<file path="config.mk">
export PLATFORM = sky130hd
export DESIGN_NAME = lba_ctrl
export DESIGN_NICKNAME = d
export VERILOG_FILES = /design/src/rtl/lba_pkg.sv /design/src/rtl/lba_ctrl.sv
export SDC_FILE = /design/constraint.sdc
export NUM_CORES = 1
export LEC_CHECK = 0
export ABC_AREA = 0
export BUFFER_PORTS_ARGS = -buffer_cell sky130_fd_sc_hd__buf_4
export CAP_MARGIN = 5
export CORE_AREA = 2 2 39 41
export DETAILED_ROUTE_END_ITERATION = 10
export DIE_AREA = 0 0 41 43
export PLACE_DENSITY = 0.57
export SYNTH_ARGS = -nofsm -noshare
export SYNTH_HDL_FRONTEND = slang
export SYNTH_SLANG_ARGS = --single-unit
export TNS_END_PERCENT = 1
</file>
<file path="constraint.sdc">
create_clock -name clk_i -period 2.4 [get_ports clk_i]
set_clock_uncertainty 0.2 [all_clocks]
set_input_delay 0.6 -clock clk_i [delete_from_list [all_inputs] [get_ports clk_i]]
set_output_delay 0.6 -clock clk_i [all_outputs]
set_load 0.01 [all_outputs]
</file>
<file path="src/rtl/lba_pkg.sv">
// Shared sizes, codes and controller/datapath bundles of the linked block allocator.
// No dependencies; every other file in rtl/ refers to it by scoped names.
package lba_pkg;

  localparam int BLOCK_COUNT = 1024;
  localparam int FILE_SLOTS  = 128;

  localparam int BLK_W   = $clog2(BLOCK_COUNT);
  localparam int LINK_W  = BLK_W + 1;
  localparam int CNT_W   = $clog2(BLOCK_COUNT + 1);
  localparam int SLOT_W  = $clog2(FILE_SLOTS);
  localparam int ACT_W   = 2;
  localparam int STS_W   = 2;
  localparam int WORD_W  = 32;

  localparam int GRP_W   = 16;
  localparam int GRP_N   = FILE_SLOTS / GRP_W;
  localparam int GIDX_W  = $clog2(GRP_N);
  localparam int BIT_W   = $clog2(GRP_W);

  localparam logic [LINK_W-1:0] NULL_LINK = LINK_W'(BLOCK_COUNT);

  localparam logic [ACT_W-1:0] ACT_CREATE = 2'd0;
  localparam logic [ACT_W-1:0] ACT_APPEND = 2'd1;
  localparam logic [ACT_W-1:0] ACT_DELETE = 2'd2;

  localparam logic [STS_W-1:0] STS_OK       = 2'd0;
  localparam logic [STS_W-1:0] STS_NO_BLOCK = 2'd1;
  localparam logic [STS_W-1:0] STS_NO_SLOT  = 2'd2;
  localparam logic [STS_W-1:0] STS_UNUSED   = 2'd3;

  typedef struct packed {
    logic             take_item;
    logic             rd_issue;
    logic             create_commit;
    logic             pop_commit;
    logic             append_tail;
    logic             walk_start;
    logic             walk_step;
    logic             walk_end;
    logic             set_status;
    logic [STS_W-1:0] status_code;
    logic             out_load;
  } ctl_cmd_t;

  typedef struct packed {
    logic [ACT_W-1:0] action;
    logic             slot_used;
    logic             free_empty;
    logic             slot_found;
    logic             walk_go;
    logic             out_free;
  } dp_stat_t;

endpackage

</file>
<file path="src/rtl/lba_ctrl.sv">
// Controller state machine: sequences issue, create, append, delete walk and result load.
// Commands lba_dp through lba_pkg::ctl_cmd_t; depends on lba_pkg.
module lba_ctrl (
  input  logic               clk_i,
  input  logic               rst_ni,
  input  lba_pkg::dp_stat_t  stat_i,
  output lba_pkg::ctl_cmd_t  cmd_o,
  input  logic               in_valid_i,
  output logic               in_ready_o
);

  localparam logic [2:0] S_IDLE   = 3'd0;
  localparam logic [2:0] S_ISSUE  = 3'd1;
  localparam logic [2:0] S_CREATE = 3'd2;
  localparam logic [2:0] S_POP    = 3'd3;
  localparam logic [2:0] S_LINK   = 3'd4;
  localparam logic [2:0] S_HEAD   = 3'd5;
  localparam logic [2:0] S_WALK   = 3'd6;
  localparam logic [2:0] S_FIN    = 3'd7;

  logic [2:0] state_q, state_d;

  always_comb begin
    state_d = state_q;
    cmd_o   = '0;
    case (state_q)
      S_IDLE: begin
        if (in_valid_i) begin
          cmd_o.take_item = 1'b1;
          state_d = S_ISSUE;
        end
      end
      S_ISSUE: begin
        cmd_o.rd_issue = 1'b1;
        case (stat_i.action)
          lba_pkg::ACT_CREATE: begin
            state_d = S_CREATE;
          end
          lba_pkg::ACT_APPEND: begin
            if (!stat_i.slot_used) begin
              cmd_o.set_status  = 1'b1;
              cmd_o.status_code = lba_pkg::STS_UNUSED;
              state_d = S_FIN;
            end else if (stat_i.free_empty) begin
              cmd_o.set_status  = 1'b1;
              cmd_o.status_code = lba_pkg::STS_NO_BLOCK;
              state_d = S_FIN;
            end else begin
              state_d = S_POP;
            end
          end
          lba_pkg::ACT_DELETE: begin
            if (!stat_i.slot_used) begin
              cmd_o.set_status  = 1'b1;
              cmd_o.status_code = lba_pkg::STS_UNUSED;
              state_d = S_FIN;
            end else begin
              state_d = S_HEAD;
            end
          end
          default: begin
            state_d = S_FIN;
          end
        endcase
      end
      S_CREATE: begin
        if (!stat_i.slot_found) begin
          cmd_o.set_status  = 1'b1;
          cmd_o.status_code = lba_pkg::STS_NO_SLOT;
        end else if (stat_i.free_empty) begin
          cmd_o.set_status  = 1'b1;
          cmd_o.status_code = lba_pkg::STS_NO_BLOCK;
        end else begin
          cmd_o.create_commit = 1'b1;
          cmd_o.pop_commit    = 1'b1;
        end
        state_d = S_FIN;
      end
      S_POP: begin
        cmd_o.pop_commit = 1'b1;
        state_d = S_LINK;
      end
      S_LINK: begin
        cmd_o.append_tail = 1'b1;
        state_d = S_FIN;
      end
      S_HEAD: begin
        cmd_o.walk_start = 1'b1;
        state_d = S_WALK;
      end
      S_WALK: begin
        if (stat_i.walk_go) begin
          cmd_o.walk_step = 1'b1;
        end else begin
          cmd_o.walk_end = 1'b1;
          state_d = S_FIN;
        end
      end
      S_FIN: begin
        if (stat_i.out_free) begin
          cmd_o.out_load = 1'b1;
          state_d = S_IDLE;
        end
      end
      default: begin
        state_d = S_IDLE;
      end
    endcase
  end

  always_ff @(posedge clk_i or negedge rst_ni) begin
    if (!rst_ni) begin
      state_q <= S_IDLE;
    end else begin
      state_q <= state_d;
    end
  end

  assign in_ready_o = (state_q == S_IDLE);

endmodule

</file>
=== Word level (Yosys, flattened, before mapping) ===
Cells that the tools add are included.

* Equality and inequality tests: 12
* Muxes and demuxes: 28
* Reduce and logical (&&, ||, !) cells: 4

{| class="wikitable"
|+ Operator list
! cell !! count
|-
| 3-bit 2-to-1 mux || 9
|-
| 3-bit case mux with 7 select lines || 1
|-
| 3-bit equality test, second input constant || 4
|-
| 3-bit case mux with 2 select lines || 2
|-
| 1-bit 2-to-1 mux || 10
|-
| 3-bit case mux with 3 select lines || 1
|-
| 2-bit 2-to-1 mux || 4
|-
| 3-bit by 2-bit equality test with 1-bit output, second input constant || 2
|-
| 2-bit != test, second input constant || 3
|-
| 3-bit by 1-bit equality test with 1-bit output, second input constant || 1
|-
| 3-bit zero test || 1
|-
| 3-bit AND reduction || 1
|-
| 2-bit by 1-bit equality test with 1-bit output, second input constant || 1
|-
| 2-bit equality test, second input constant || 1
|-
| 2-bit zero test || 1
|-
| 1-bit case mux with 2 select lines || 1
|-
| 2-bit OR reduction || 1
|}

* Flip-flop bits (word level): 3
* Input port bits: 10
* Output and inout bits: 13
* Logic and storage cells: 45

=== Depth between registers and ports, before layout ===
* Depth in word-level cells: 4
* Mapped depth: 5

=== Worst setup path after synthesis ===
Ideal clock, no wire load.

* Path type: input-to-output
* From: in stat_i[6] in the netlist's numbering
* To: out cmd_o[2] in the netlist's numbering
* Data arrival time: 1.474 ns
* Data required time: 1.600 ns
* Slack: 0.126 ns
* Stages on the path: 5
* Cells stage by stage: inv_1 -> ha_1 -> nand3b_1 -> o32a_1 -> nor2_1

{| class="wikitable"
|+ RTL lines
! element !! RTL line !! source
|-
| start, declared || lba_ctrl.sv:6 || <nowiki>input lba_pkg::dp_stat_t stat_i,</nowiki>
|-
| end, declared || lba_ctrl.sv:7 || <nowiki>output lba_pkg::ctl_cmd_t cmd_o,</nowiki>
|}

==> results.ini <==
[power]
p_sw_share_pct = 43.85
power.internal_w = 0.0003050
p_comb_share_pct = 60.9
p_leak_nw = 0.3619
clkPwrFrac_pct = 16.1
vdd_drop_max_mv = 0.4986
p_switching_w = 0.0002382
sequentialPowerShare_pct = 23.0
finalPower_w = 0.0005432
power_density_mw_per_mm2 = 747.2

[route]
vias = 510
wl_per_cell_um = 11.41
ant_nets = 0
vias_per_cell = 4.857
wirelength_um = 1198
drt_iter0_markers = 9
drc = 0
dr.pass1.iters = 4

[global_route]
grt_use_total_pct = 14.70
grt_max_degree = 15
grt_pass1_wl_um = 1800
grt_remaining_overflow = 0
antenna_found_initial = 0
grt_pass1_vias = 452

[status]
status = finished, violations left
violations = negative setup slack

[critical_path]
r2r_end = state_q[2]
r2r_setup_slack_ns = 0.76
max_stage_delay_ns = 0.30
cp.arrival_ns = 1.61
startpoint_type = input port
cp_data_required_time_ns = 1.60
crit_fanout = 2
reg2reg_from = state_q[2]
cp_common_cell = buf_4
reg2reg_depth = 3
critical_path_class = input port to primary output
cp-end-kind = primary output
path_cells = buf_4, inv_2, ha_4, nand3b_1, o32a_1, nor2_1, buf_4
critPathSlowestCell = o32a_1

[place]
place.port_buffers = 22
placed_cell_area_um2 = 650.6
dp_slack_ns = -0.07648
place_congestion = 0.7611
dp_hpwl_um = 868.7

[sta]
max_slew_margin_pct = 73.30
min_period_ns = 2.414
rsz0062_at_grt = yes
drv_slew = 0
tightestPinTransition_ns = 0.4005
setup_viol = 3
tns_ns = -0.02622
clock.fmax_mhz = 414.2
setup_ws_ns = -0.01433
finalCritPeriodShare_pct = 100.6
hold_viol_final = 0

[clock_network]
clock_path_buffers = 2
worstSkewPairLatency_ns = 0.23
cts-buffers-inserted = 3
cts_root_buf = clkbuf_4
clock-sinks = 3
cts-htree-levels = 1
clk_pin_slew_ns = 0.04
cts_tree = done

[final_layout]
drive_above_1_share_pct = 48.31
register_area_um2 = 75.07
top_register = state_q
multi_input_area_um2 = 341.6
fin_nets = 105
synthToLayoutAreaGrowth_pct = 72.92
finalInstanceArea_um2 = 726.9
antenna_cells = 0
final_common_cell = buf_4
fillers = 135
layout_common_cells = buf_4 (29), a21oi_1 (6), nor2_1 (5)
reg_top3 = state_q x3
largest_register_ffs = 3

[min_path]
hold_class = input port to register
hold_depth = 2
holdPathEnd = state_q[0]
hp-start = stat_i[0]

[floorplanning]
boundaryPins = 23
core_mm2 = 0.001384
fp.dieW_um = 41
die_h_um = 43
start_util_pct = 30.38
rows = 14
die_area_mm2 = 0.001763

[synthesis]
syn_nets = 72
netlist_area_um2 = 420.4
synth_cell_type_count = 26
syn_avg_cell_area_um2 = 7.375
yosysSeqAreaShare_pct = 17.86
synth-seq-cells = 3
ys_warn_count = 0
synth_cells = 57

[job]
maxCapViolations = 0

synthesized netlist by cell type:
library cell  number  area share (%)
o41ai_2            1             3.9
nor3b_1            1             1.8
o311ai_1           1             2.1
nand2b_1           2             3.0
and2_1             1             1.5
and2b_1            1             1.8
o2111ai_1          1             2.1
o32a_1             1             2.4
inv_1              6             5.4
o21bai_1           1             1.8
and3_1             2             3.0
nor2_1             5             4.5
o22ai_1            1             1.5
o21ai_0            2             2.4
or3_4              1             2.7
dfrtp_1            3              18
nand2_1            4             3.6
a21oi_1            6             7.1
nor2b_1            1             1.5
ha_1               5              15
buf_2              3             3.6
nor3_2             1             2.4
nand3_1            2             2.4
nor3_1             3             3.6
nand3b_1           1             1.8
a21boi_0           1             1.8
layer usage:
metal | GRT usage, % | up-vias | routed length [um]
met5 | 0 | - | 0
met4 | 4.667 | 0 | 13
met3 | 6.283 | 2 | 85
met1 | 17.53 | 225 | 556
met2 | 22.81 | 20 | 543
li1 | - | 263 | -
worst max path at each step:
stage	startpoint	slack, ns	endpoint	depth (start not counted)
6_report	stat_i[5]	-0.01	cmd_o[2]	7
5_1_grt	stat_i[5]	-0.1	cmd_o[2]	7
4_1_cts	stat_i[6]	-0.01	cmd_o[2]	7
3_5_place_dp	stat_i[6]	-0.08	cmd_o[2]	7
3_3_place_gp	stat_i[6]	-0.05	cmd_o[2]	7
2_1_floorplan	stat_i[6]	0.13	cmd_o[2]	5
what timing repair did:
action                                  in CTS  in global routing
gates resized for setup                      8                  3
endpoints found under the setup margin       3                  3
hold endpoints to repair                     3                  0
hold buffers                                 1                  0
gates cloned                                 0                  0
setup buffers                                0                  0
pin swaps                                    4                  0
power groups by stage:
stage	registers, W	clock network, W	logic (W)
after CTS	0.000124	0.0000938	0.000328
final	0.000125	0.0000876	0.000331
after global placement	0.000125	0	0.000319
after global routing	0.000129	0.0000985	0.000363
after detailed placement	0.000124	0	0.000322
after floorplan	0.0000915	0	0.000231
area by class of cell:
type,count,area share (%)
well taps,16,2.754
multi-input cells,45,46.99
flip-flops and latches,3,10.33
clock buffers,4,3.614
repair buffers,31,32.87
inverters,6,3.442
stage by stage:
step / cells / util (%) / hold slack, ns
finish: 105 / 52.53 / 0.3865
global placement: 100 / 47.02 / 0.1893
floorplan: 57 / - / 0.1044
global route: 105 / 52.53 / 0.3899
detailed placement: 100 / 47.02 / 0.1905
CTS: 105 / 51.90 / 0.3777
critical path, delay by kind of cell:
| family | cells | cell delay (ns) |
|---|---|---|
| AND/OR/NAND/NOR | 2 | 0.19 |
| AO/OA/AOI/OAI | 1 | 0.30 |
| adder cells (fa/ha/maj) | 1 | 0.25 |
| buffers and inverters | 3 | 0.26 |
logic make-up (layout without fill, tap and decap cells):
| family | after synthesis | after routing | synth area share (%) |
|---|---|---|---|
| AND/OR/NAND/NOR | 25 | 25 | 33.33 |
| adder cells (fa/ha/maj) | 5 | 5 | 14.88 |
| flip-flops | 3 | 3 | 17.86 |
| buffers and inverters | 9 | 41 | 8.927 |
| AO/OA/AOI/OAI | 15 | 15 | 25.00 |
No activity file was read; power rests on OpenSTA's default activity.
